[config.mk]
export PLATFORM = sky130hd
export DESIGN_NAME = call_stack_exclusive_time
export DESIGN_NICKNAME = d
export VERILOG_FILES = /design/src/rtl/cset_pkg.sv /design/src/rtl/call_stack_exclusive_time.sv
export VERILOG_INCLUDE_DIRS = /design/src /design/src/rtl
export SDC_FILE = /design/constraint.sdc
export NUM_CORES = 2
export LEC_CHECK = 0
export ABC_AREA = 1
export BUFFER_PORTS_ARGS = -buffer_cell sky130_fd_sc_hd__buf_2
export CORE_MARGIN = 10
export CORE_UTILIZATION = 51
export CTS_CLUSTER_SIZE = 28
export DETAILED_ROUTE_END_ITERATION = 10
export MAX_ROUTING_LAYER = met4
export PLACE_DENSITY = 0.79
export RECOVER_POWER = 25
export SLEW_MARGIN = 5
export SYNTH_ARGS = -nofsm -noshare
export SYNTH_HDL_FRONTEND = slang
export SYNTH_SLANG_ARGS = --single-unit
export TNS_END_PERCENT = 5
[constraint.sdc]
create_clock -name clk -period 5.1 [get_ports clk]
set_clock_uncertainty 0.05 [all_clocks]
set_input_delay 1.02 -clock clk [delete_from_list [all_inputs] [get_ports clk]]
set_output_delay 1.02 -clock clk [all_outputs]
set_load 0.01 [all_outputs]
[src/rtl/call_stack_exclusive_time_assert.svh]
// assertion macros shared by the exclusive-time accumulator
`ifndef CALL_STACK_EXCLUSIVE_TIME_ASSERT_SVH
`define CALL_STACK_EXCLUSIVE_TIME_ASSERT_SVH

// condition holds at every edge out of reset
`define CSET_ASSERT_HOLDS(lbl, cond, msg) \
    lbl: assert property (@(posedge clk) disable iff (!rst_n) (cond)) else $error(msg);

// consequence holds in the same cycle as the antecedent
`define CSET_ASSERT_IMPLIES(lbl, ante, cons, msg) \
    lbl: assert property (@(posedge clk) disable iff (!rst_n) (ante) |-> (cons)) \
        else $error(msg);

// consequence holds in the cycle after the antecedent
`define CSET_ASSERT_NEXT(lbl, ante, cons, msg) \
    lbl: assert property (@(posedge clk) disable iff (!rst_n) (ante) |=> (cons)) \
        else $error(msg);

`endif

[src/rtl/cset_pkg.sv]
// package with sizes, payload types and pipeline records of the exclusive-time accumulator
package cset_pkg;

    localparam int MAX_FUNCS      = 64;
    localparam int STACK_DEPTH    = 64;
    localparam int ID_W           = 6;
    localparam int TIME_W         = 32;
    localparam int CNT_W          = 7;
    localparam int SP_W           = $clog2(STACK_DEPTH);
    localparam int DEPTH_W        = $clog2(STACK_DEPTH + 1);
    localparam int AMT_W          = TIME_W + 1;
    localparam int DIFF_W         = TIME_W + 2;
    localparam int SUM_W          = TIME_W + 2;
    localparam int OUT_FIFO_DEPTH = 4;
    localparam int FIFO_PTR_W     = $clog2(OUT_FIFO_DEPTH);
    localparam int FIFO_CNT_W     = $clog2(OUT_FIFO_DEPTH + 1) + 1;

    localparam logic [CNT_W-1:0] FCOUNT_RESET = CNT_W'(MAX_FUNCS);

    // one log event
    typedef struct packed {
        logic [ID_W-1:0]   func_id;
        logic              is_end;
        logic [TIME_W-1:0] timestamp;
        logic              first_of_run;
    } in_item_t;

    // one credit report
    typedef struct packed {
        logic              credited;
        logic [ID_W-1:0]   credited_id;
        logic [TIME_W-1:0] credited_total;
        logic              fault;
    } out_item_t;

    // stage waiting on the stack read
    typedef struct packed {
        logic              valid;
        logic              first_of_run;
        logic              have;
        logic              use_top;
        logic [ID_W-1:0]   who;
        logic [AMT_W-1:0]  amt;
        logic              fault;
    } fetch_stage_t;

    // stage waiting on the totals read
    typedef struct packed {
        logic              valid;
        logic              first_of_run;
        logic              credit;
        logic [ID_W-1:0]   who;
        logic [AMT_W-1:0]  amt;
        logic              fault;
    } accum_stage_t;

endpackage

[src/rtl/call_stack_exclusive_time.sv]
// exclusive-time accumulator: call stack and per-function totals in synchronous memories
//
//  channel   signals                          direction  transfer when
//  item      item_valid item_ready item       in         item_valid && item_ready
//  result    result_valid result_ready result out        result_valid && result_ready
//  config    cfg_we cfg_wdata                 in         cfg_we (function_count)
//
// One event per cycle while item_ready is high. In the accepting cycle stage a pushes or pops
// and reads the stack top, stage b then picks the credited id and reads its total, and stage c adds,
// saturates and writes it back, with a one-entry bypass for a total written in the cycle before.
// A result is written into the queue from stage c and is offered once the queue count holds it.
// Reset clears stack depth, previous event, total valid bits and queue; memories keep contents.
// item_ready drops when the four-entry result queue could not take everything in flight.

`include "call_stack_exclusive_time_assert.svh"

module call_stack_exclusive_time (
    input  logic                            clk,
    input  logic                            rst_n,
    input  logic                            item_valid,
    output logic                            item_ready,
    input  cset_pkg::in_item_t              item,
    output logic                            result_valid,
    input  logic                            result_ready,
    output cset_pkg::out_item_t             result,
    input  logic                            cfg_we,
    input  logic [cset_pkg::CNT_W-1:0]      cfg_wdata
);

    // configuration and architectural state
    logic [cset_pkg::CNT_W-1:0]   fcount_reg;
    logic [cset_pkg::DEPTH_W-1:0] depth_reg, depth_next;
    logic [cset_pkg::ID_W-1:0]    prev_id_reg, prev_id_next;
    logic                         prev_end_reg, prev_end_next;
    logic [cset_pkg::TIME_W-1:0]  prev_time_reg, prev_time_next;
    logic [cset_pkg::MAX_FUNCS-1:0] total_valid_reg, total_valid_next;

    // memories
    logic [cset_pkg::ID_W-1:0]    stack_mem [cset_pkg::STACK_DEPTH];
    logic [cset_pkg::TIME_W-1:0]  totals_mem [cset_pkg::MAX_FUNCS];
    logic [cset_pkg::ID_W-1:0]    stk_rdata_reg;
    logic [cset_pkg::TIME_W-1:0]  tot_rdata_reg;

    // pipeline stages and bypass
    cset_pkg::fetch_stage_t       b_reg, b_next;
    cset_pkg::accum_stage_t       c_reg, c_next;
    logic                         fwd_valid_reg;
    logic [cset_pkg::ID_W-1:0]    fwd_id_reg;
    logic [cset_pkg::TIME_W-1:0]  fwd_data_reg;

    // result queue
    cset_pkg::out_item_t          fifo_mem [cset_pkg::OUT_FIFO_DEPTH];
    logic [cset_pkg::FIFO_PTR_W-1:0] wr_ptr_reg, rd_ptr_reg;
    logic [cset_pkg::FIFO_CNT_W-1:0] count_reg, count_next;
    logic [cset_pkg::FIFO_CNT_W-1:0] inflight;

    // stage a signals
    logic                         accept;
    logic                         in_range;
    logic [cset_pkg::DEPTH_W-1:0] depth_eff;
    logic                         have_a, use_top_a, plus_a, minus_a, fault_a;
    logic [cset_pkg::ID_W-1:0]    who_a;
    logic [cset_pkg::DIFF_W-1:0]  diff_a;
    logic [cset_pkg::AMT_W-1:0]   amt_a;
    logic                         stk_we;
    logic [cset_pkg::SP_W-1:0]    stk_waddr, stk_raddr;

    // stage b and c signals
    logic [cset_pkg::ID_W-1:0]    who_b;
    logic                         who_fault_b;
    logic [cset_pkg::TIME_W-1:0]  base_c;
    logic [cset_pkg::SUM_W-1:0]   sum_c;
    logic [cset_pkg::TIME_W-1:0]  total_c;
    logic                         tot_we;
    cset_pkg::out_item_t          res_c;
    logic                         pop;

    // flow control: everything in flight must fit in the result queue
    assign inflight   = count_reg + cset_pkg::FIFO_CNT_W'(b_reg.valid)
                      + cset_pkg::FIFO_CNT_W'(c_reg.valid);
    assign item_ready = (inflight < cset_pkg::FIFO_CNT_W'(cset_pkg::OUT_FIFO_DEPTH));
    assign accept     = item_valid && item_ready;

    // stage a: range check, case selection, gap and stack update
    always_comb
    begin
        depth_eff      = item.first_of_run ? '0 : depth_reg;
        in_range       = ({1'b0, item.func_id} < fcount_reg);
        have_a         = 1'b0;
        use_top_a      = 1'b0;
        plus_a         = 1'b0;
        minus_a        = 1'b0;
        who_a          = prev_id_reg;
        fault_a        = 1'b0;
        stk_we         = 1'b0;
        stk_waddr      = depth_eff[cset_pkg::SP_W-1:0];
        stk_raddr      = cset_pkg::SP_W'(depth_eff - cset_pkg::DEPTH_W'(1));
        depth_next     = depth_reg;
        prev_id_next   = prev_id_reg;
        prev_end_next  = prev_end_reg;
        prev_time_next = prev_time_reg;

        // choose who gains the elapsed time
        if (in_range && !item.first_of_run)
        begin
            if (!prev_end_reg && item.is_end && prev_id_reg == item.func_id)
            begin
                have_a = 1'b1;
                plus_a = 1'b1;
            end
            else if (!prev_end_reg && !item.is_end)
            begin
                have_a = 1'b1;
            end
            else if (prev_end_reg && item.is_end)
            begin
                have_a = 1'b1;
                who_a  = item.func_id;
            end
            else if (prev_end_reg && !item.is_end && depth_eff != '0)
            begin
                have_a    = 1'b1;
                use_top_a = 1'b1;
                minus_a   = 1'b1;
            end
        end

        // gap with adjustment, negative taken as zero
        diff_a = {2'b00, item.timestamp} - {2'b00, prev_time_reg}
               + cset_pkg::DIFF_W'(plus_a) - cset_pkg::DIFF_W'(minus_a);
        amt_a  = diff_a[cset_pkg::DIFF_W-1] ? '0 : diff_a[cset_pkg::AMT_W-1:0];

        // push, pop and previous event
        if (accept)
        begin
            if (!in_range)
            begin
                fault_a = 1'b1;
                if (item.first_of_run)
                begin
                    depth_next = '0;
                end
            end
            else
            begin
                if (item.is_end)
                begin
                    if (depth_eff == '0)
                    begin
                        fault_a    = 1'b1;
                        depth_next = depth_eff;
                    end
                    else
                    begin
                        depth_next = depth_eff - cset_pkg::DEPTH_W'(1);
                    end
                end
                else
                begin
                    if (depth_eff == cset_pkg::DEPTH_W'(cset_pkg::STACK_DEPTH))
                    begin
                        fault_a    = 1'b1;
                        depth_next = depth_eff;
                    end
                    else
                    begin
                        stk_we     = 1'b1;
                        depth_next = depth_eff + cset_pkg::DEPTH_W'(1);
                    end
                end
                prev_id_next   = item.func_id;
                prev_end_next  = item.is_end;
                prev_time_next = item.timestamp;
            end
        end

        b_next.valid        = accept;
        b_next.first_of_run = item.first_of_run;
        b_next.have         = have_a;
        b_next.use_top      = use_top_a;
        b_next.who          = who_a;
        b_next.amt          = amt_a;
        b_next.fault        = fault_a;
    end

    // stack memory: push write and top read in the accepting cycle
    always_ff @(posedge clk)
    begin
        if (stk_we)
        begin
            stack_mem[stk_waddr] <= item.func_id;
        end
        stk_rdata_reg <= stack_mem[stk_raddr];
    end

    // stage b: resolve the credited id and check it against the limit
    always_comb
    begin
        who_b       = b_reg.use_top ? stk_rdata_reg : b_reg.who;
        who_fault_b = b_reg.have && !({1'b0, who_b} < fcount_reg);

        c_next.valid        = b_reg.valid;
        c_next.first_of_run = b_reg.first_of_run;
        c_next.credit       = b_reg.have && !who_fault_b;
        c_next.who          = who_b;
        c_next.amt          = b_reg.amt;
        c_next.fault        = b_reg.fault || who_fault_b;
    end

    // stage c: bypass, add, saturate
    always_comb
    begin
        if (fwd_valid_reg && fwd_id_reg == c_reg.who)
        begin
            base_c = fwd_data_reg;
        end
        else if (total_valid_reg[c_reg.who])
        begin
            base_c = tot_rdata_reg;
        end
        else
        begin
            base_c = '0;
        end
        sum_c   = {2'b00, base_c} + {1'b0, c_reg.amt};
        total_c = (sum_c[cset_pkg::SUM_W-1:cset_pkg::TIME_W] != '0) ? '1
                : sum_c[cset_pkg::TIME_W-1:0];
        tot_we  = c_reg.valid && c_reg.credit;

        res_c.credited       = c_reg.credit;
        res_c.credited_id    = c_reg.credit ? c_reg.who : '0;
        res_c.credited_total = c_reg.credit ? total_c : '0;
        res_c.fault          = c_reg.fault;

        // valid bits: run start clears, a credit marks its entry
        total_valid_next = total_valid_reg;
        if (c_reg.valid && c_reg.first_of_run)
        begin
            total_valid_next = '0;
        end
        else if (tot_we)
        begin
            total_valid_next[c_reg.who] = 1'b1;
        end
    end

    // totals memory: read in stage b, write back in stage c
    always_ff @(posedge clk)
    begin
        if (tot_we)
        begin
            totals_mem[c_reg.who] <= total_c;
        end
        tot_rdata_reg <= totals_mem[who_b];
    end

    // result queue
    assign pop          = result_valid && result_ready;
    assign result_valid = (count_reg != '0);
    assign result       = fifo_mem[rd_ptr_reg];
    assign count_next   = count_reg + cset_pkg::FIFO_CNT_W'(c_reg.valid)
                        - cset_pkg::FIFO_CNT_W'(pop);

    always_ff @(posedge clk)
    begin
        if (c_reg.valid)
        begin
            fifo_mem[wr_ptr_reg] <= res_c;
        end
    end

    // control registers
    always_ff @(posedge clk or negedge rst_n)
    begin
        if (!rst_n)
        begin
            fcount_reg      <= cset_pkg::FCOUNT_RESET;
            depth_reg       <= '0;
            prev_id_reg     <= '0;
            prev_end_reg    <= 1'b0;
            prev_time_reg   <= '0;
            total_valid_reg <= '0;
            b_reg           <= '0;
            c_reg           <= '0;
            fwd_valid_reg   <= 1'b0;
            wr_ptr_reg      <= '0;
            rd_ptr_reg      <= '0;
            count_reg       <= '0;
        end
        else
        begin
            if (cfg_we)
            begin
                fcount_reg <= cfg_wdata;
            end
            depth_reg       <= depth_next;
            prev_id_reg     <= prev_id_next;
            prev_end_reg    <= prev_end_next;
            prev_time_reg   <= prev_time_next;
            total_valid_reg <= total_valid_next;
            b_reg           <= b_next;
            c_reg           <= c_next;
            fwd_valid_reg   <= tot_we;
            if (c_reg.valid)
            begin
                wr_ptr_reg <= wr_ptr_reg + cset_pkg::FIFO_PTR_W'(1);
            end
            if (pop)
            begin
                rd_ptr_reg <= rd_ptr_reg + cset_pkg::FIFO_PTR_W'(1);
            end
            count_reg <= count_next;
        end
    end

    // bypass payload
    always_ff @(posedge clk)
    begin
        fwd_id_reg   <= c_reg.who;
        fwd_data_reg <= total_c;
    end

    // checks
    `CSET_ASSERT_HOLDS(a_depth_bound,
        depth_reg <= cset_pkg::DEPTH_W'(cset_pkg::STACK_DEPTH), "stack depth beyond capacity")
    `CSET_ASSERT_HOLDS(a_queue_room,
        inflight <= cset_pkg::FIFO_CNT_W'(cset_pkg::OUT_FIFO_DEPTH),
        "results in flight exceed queue room")
    `CSET_ASSERT_IMPLIES(a_quiet_result, result_valid && !result.credited,
        result.credited_id == '0 && result.credited_total == '0,
        "uncredited result carries id or total")
    `CSET_ASSERT_NEXT(a_run_clear, c_reg.valid && c_reg.first_of_run,
        total_valid_reg == '0, "run start left a total marked valid")
    `CSET_ASSERT_NEXT(a_credit_marks, tot_we,
        fwd_valid_reg && total_valid_reg[fwd_id_reg], "credited total not marked valid")

endmodule
==> metrics.md <==
| Metric | Value |
|---|---|
| Post-route design area | between 100000 and 150000 um^2 |
| Final-report setup violation count | 0 |
| CP Cell Sequence | buf_6 -> nand3_4 -> inv_4 -> a22o_1 -> o41ai_2 -> buf_4 -> nand2_4 -> nor2_4 -> nand4_4 -> buf_12 -> buf_6 -> nand2_1 -> a21oi_1 -> ha_1 -> nand2_1 -> nor2_1 -> inv_1 -> nor4_4 -> buf_4 -> a41oi_4 -> buf_4 -> buf_12 -> nand3_2 -> buf_4 |
| Final std cells w/o fill | roughly 13000 |
| CTS tree | yes |
| Clock Latency Late Sink | 0.98 ns |
| RSZ-0062 raised after global routing | yes |
| Die Height | about 500 um |
| Critical path class | flip-flop to flip-flop |
| Slowest CP cell | dfrtp_1 |
| GR Util All Layers | 28.8% |
| Syn Area/Cell | 12.3 um^2 |
| Max_slew headroom | 17.5% |
| Synthesized cell area | ~120000 um^2 |
| Fin. Hold Viols | 0 |
| Slowest Stage Delay on Critical Path | between 0.4 and 0.5 ns |
| Rows | between 150 and 200 |
| Max IR drop VDD | between 0.6 and 0.7 mV |
| Clock transition at the registers of the reported paths | roughly 0.060 ns |
| Nets | 10100 |
| Area post-placement | ~130000 um^2 |
| Final hold slack | around 0.14 ns |
| Buffers & Inverters on Critical Path | 10 |
| Core Area | between 200000 and 250000 um^2 |
| Number of synthesized flops with an enable pin | 2592 |
| Unique masters post-synth | 63 |
| RePlAce Congestion | approximately 0.97 |
| DR WL/cell | 28.0 um |
| Period utilization | 97.5% |
| Syn Inst Count | ~9500 |
| Largest registers | totals_mem: 2048 flops, stack_mem: 384 flops, fifo_mem: 160 flops |
| Global-route wire length before repair | 526 mm |
| Post-DP HPWL | 208 mm |
| H-tree depth | 5 |
| Inst Count DP | roughly 13000 |
| Share of layout cells above drive strength 1 | about an eighth |
| Slew Limit Fails | 0 |
| Initial antenna violation count | 20 |
| Tightest Pin Transition | ~1.2 ns |
| P_leak | roughly 47 nW |
| Worst-path fanout max | 33 |
| Post-Syn Nets | between 9000 and 10000 |
| Power, Total | approximately 90 mW |
| R2r worst-path depth | 24 |
| Max-cap violations | 0 |
| Arrival @ worst endpoint | 5.61 ns |
| Seq/Total Area, Yosys | between 70 and 80% |
| Max reg flops | approximately 2000 |
| Initial Util | between 50% and 60% |
| Cell taking the most area after synthesis | edfxtp_1 |
| Drt total wl | about 370 mm |
| Buffers on Ports | 93 |
| CTS max path bufs | 4 |
| Flops & latches, synth | ~2900 |
| FILL cells | 17000 |
| Synth area leaders | edfxtp_1 (66%), o21ai_0 (6.7%), nor2_1 (6.3%), dfrtp_1 (4.5%), o22ai_1 (3.2%) |
| Ys flop type | edfxtp_1 |
| Leading cell type in the layout, fill and taps excluded | edfxtp_1 |
| Die Area | approximately 250000 um^2 |
| Drt first pass iters | 8 |
| RR Startpoint | c_reg[36]$_DFF_PN0_ |
| Root Driver | clkbuf_16 |
| Via Count | approximately 84000 |
| CP top delay family | buffers and inverters |
| Tmin final | approximately 5 ns |
| Commonest non-fill, non-tap cells in the layout | edfxtp_1 (2592), nor2_1 (1892), o21ai_0 (1557) |
| Total grt overflow | 0 |
| Max Clk Rate | ~0.20 GHz |
| Async SR Flop Fraction | between 7 and 8% |
| Most common cell on crit path | buf_4 |
| Initial DRC Count | 13900 |
| Largest net degree at the start of global routing | roughly 160 |
| Most flops, register | totals_mem |
| Path type of the worst min-delay path | primary input to asynchronous set/reset pin |
| Yosys top cell area share | about two thirds |
| Die Wd | ~500 um |
| Syn. warnings | 0 |
| Startpoint type of the worst setup path | flip-flop |
| Vias/cell | around 6.4 |
| CP required | 5.73 ns |
| Crit path from | c_reg[36]$_DFF_PN0_ |
| Drt drc | 0 |
| FF-to-FF End | totals_mem[53][17]$_DFFE_PP_ |
| Crit path to | totals_mem[53][17]$_DFFE_PP_ |
| Status | finished, final reports clean |
| Area grow syn2layout | 14.8% |
| Slack of the worst reg-to-reg path | roughly 0.13 ns |
| Critical Path Stages | 24 |
| PwrDens | ~660 nW/um^2 |
| TritonCTS Buffers | 303 |
| ANT nets after route | 0 |
| Total negative slack | 0 ns |
| Top Ports | 94 |
| Vias in the first global route | 81100 |
| Clk sinks | just under 3000 |
| CP Capture Type | flip-flop |
## stage by stage
stage	setup slack, ns	utilization, %
6_report	0.125	58.8
3_3_place_gp	-0.375	54.4
2_1_floorplan	-0.119	-
5_1_grt	-0.101	58.8
3_5_place_dp	-0.346	54.4
4_1_cts	0.0147	58.4
## cells in the mapped netlist, types with 5 or more instances
library cell  number
edfxtp_1        2592
nor2_1          1959
o21ai_0         1569
o22ai_1          610
nand2_1          483
clkbuf_1         421
inv_1            309
dfrtp_1          212
o221ai_1         176
nand3_1          165
a21oi_1          160
ha_1             121
buf_2            113
o21ai_1          111
dfxtp_1           76
o211ai_1          55
xnor2_1           44
xor2_1            43
nor3_1            34
buf_4             25
nor2_4            21
inv_2             19
nand2_2           19
buf_1             17
nand4_1           17
nand3_2           16
a21o_1            13
o21a_1            13
buf_6             11
nand3b_1          10
a221oi_1           6
a31oi_1            6
o21bai_1           6
or2_1              6
nor4_1             5
## worst register-to-register path, stage by stage (launching register included)
cell and delay (ns):
dfrtp_1 0.42, buf_6 0.15, nand3_4 0.09, inv_4 0.05, a22o_1 0.24, o41ai_2 0.30
buf_4 0.16, nand2_4 0.05, nor2_4 0.10, nand4_4 0.26, buf_12 0.25, buf_6 0.13
nand2_1 0.06, a21oi_1 0.09, ha_1 0.36, nand2_1 0.10, nor2_1 0.19, inv_1 0.15
nor4_4 0.31, buf_4 0.16, a41oi_4 0.14, buf_4 0.18, buf_12 0.15, nand3_2 0.15
buf_4 0.41
## power by group
| group | switching (mW) | total (mW) | internal [mW] |
|---|---|---|---|
| registers | 0.683 | 30.1 | 29.4 |
| clock network | 8.88 | 20.9 | 12.0 |
| logic | 26.4 | 38.2 | 11.8 |
| total | 35.9 | 89.2 | 53.3 |
## cell families after synthesis
group | after synthesis | synth area share (%)
compound gates | 2763 | 13.3
buf+inv | 921 | 3.24
xor+xnor | 88 | 0.662
flops | 2881 | 72.0
fa+ha+maj | 125 | 1.36
simple gates | 2753 | 9.43
## final cells by class
cell class | instances | area [um^2] | share of cell area (%)
diodes | 12 | 30.0 | 0.0222
clock buffers | 397 | 8190 | 6.07
clock inverters | 120 | 982 | 0.727
inverters | 332 | 1300 | 0.963
multi-input cells | 5729 | 30000 | 22.2
flip-flops and latches | 2881 | 84700 | 62.7
well taps | 3026 | 3790 | 2.80
repair buffers | 629 | 6020 | 4.46
repair inverters | 1 | 8.76 | 0.00649
## per-layer routing
layer  routed length, um  GRT usage [%]  vias up
met5                   0              -        -
met4               26000           17.1        0
met3               46300           6.08     1461
met1              128000           35.8    40600
li1                    -              -    35600
met2              167000           43.7     6652
## repair_timing
action / CTS / global route
gates cloned: 0 / 12
pin swaps: 0 / 33
resized for setup: 3 / 111
setup buffers: 0 / 20
hold buffers: 0 / 0
setup endpoints to repair: 124 / 2183
## worst min path at each step
stage / end / slack [ns] / start
6_report: b_reg[32]$_DFF_PN0_ / 0.14 / rst_n
3_5_place_dp: c_reg[16]$_DFF_PN0_ / 0.29 / b_reg[16]$_DFF_PN0_
5_1_grt: b_reg[32]$_DFF_PN0_ / 0.20 / rst_n
2_1_floorplan: c_reg[10]$_DFF_PN0_ / 0.28 / b_reg[10]$_DFF_PN0_
4_1_cts: wr_ptr_reg[0]$_DFFE_PN0P_ / 0.14 / rst_n
3_3_place_gp: c_reg[32]$_DFF_PN0_ / 0.29 / b_reg[32]$_DFF_PN0_
(Power assumes the default switching activity.)
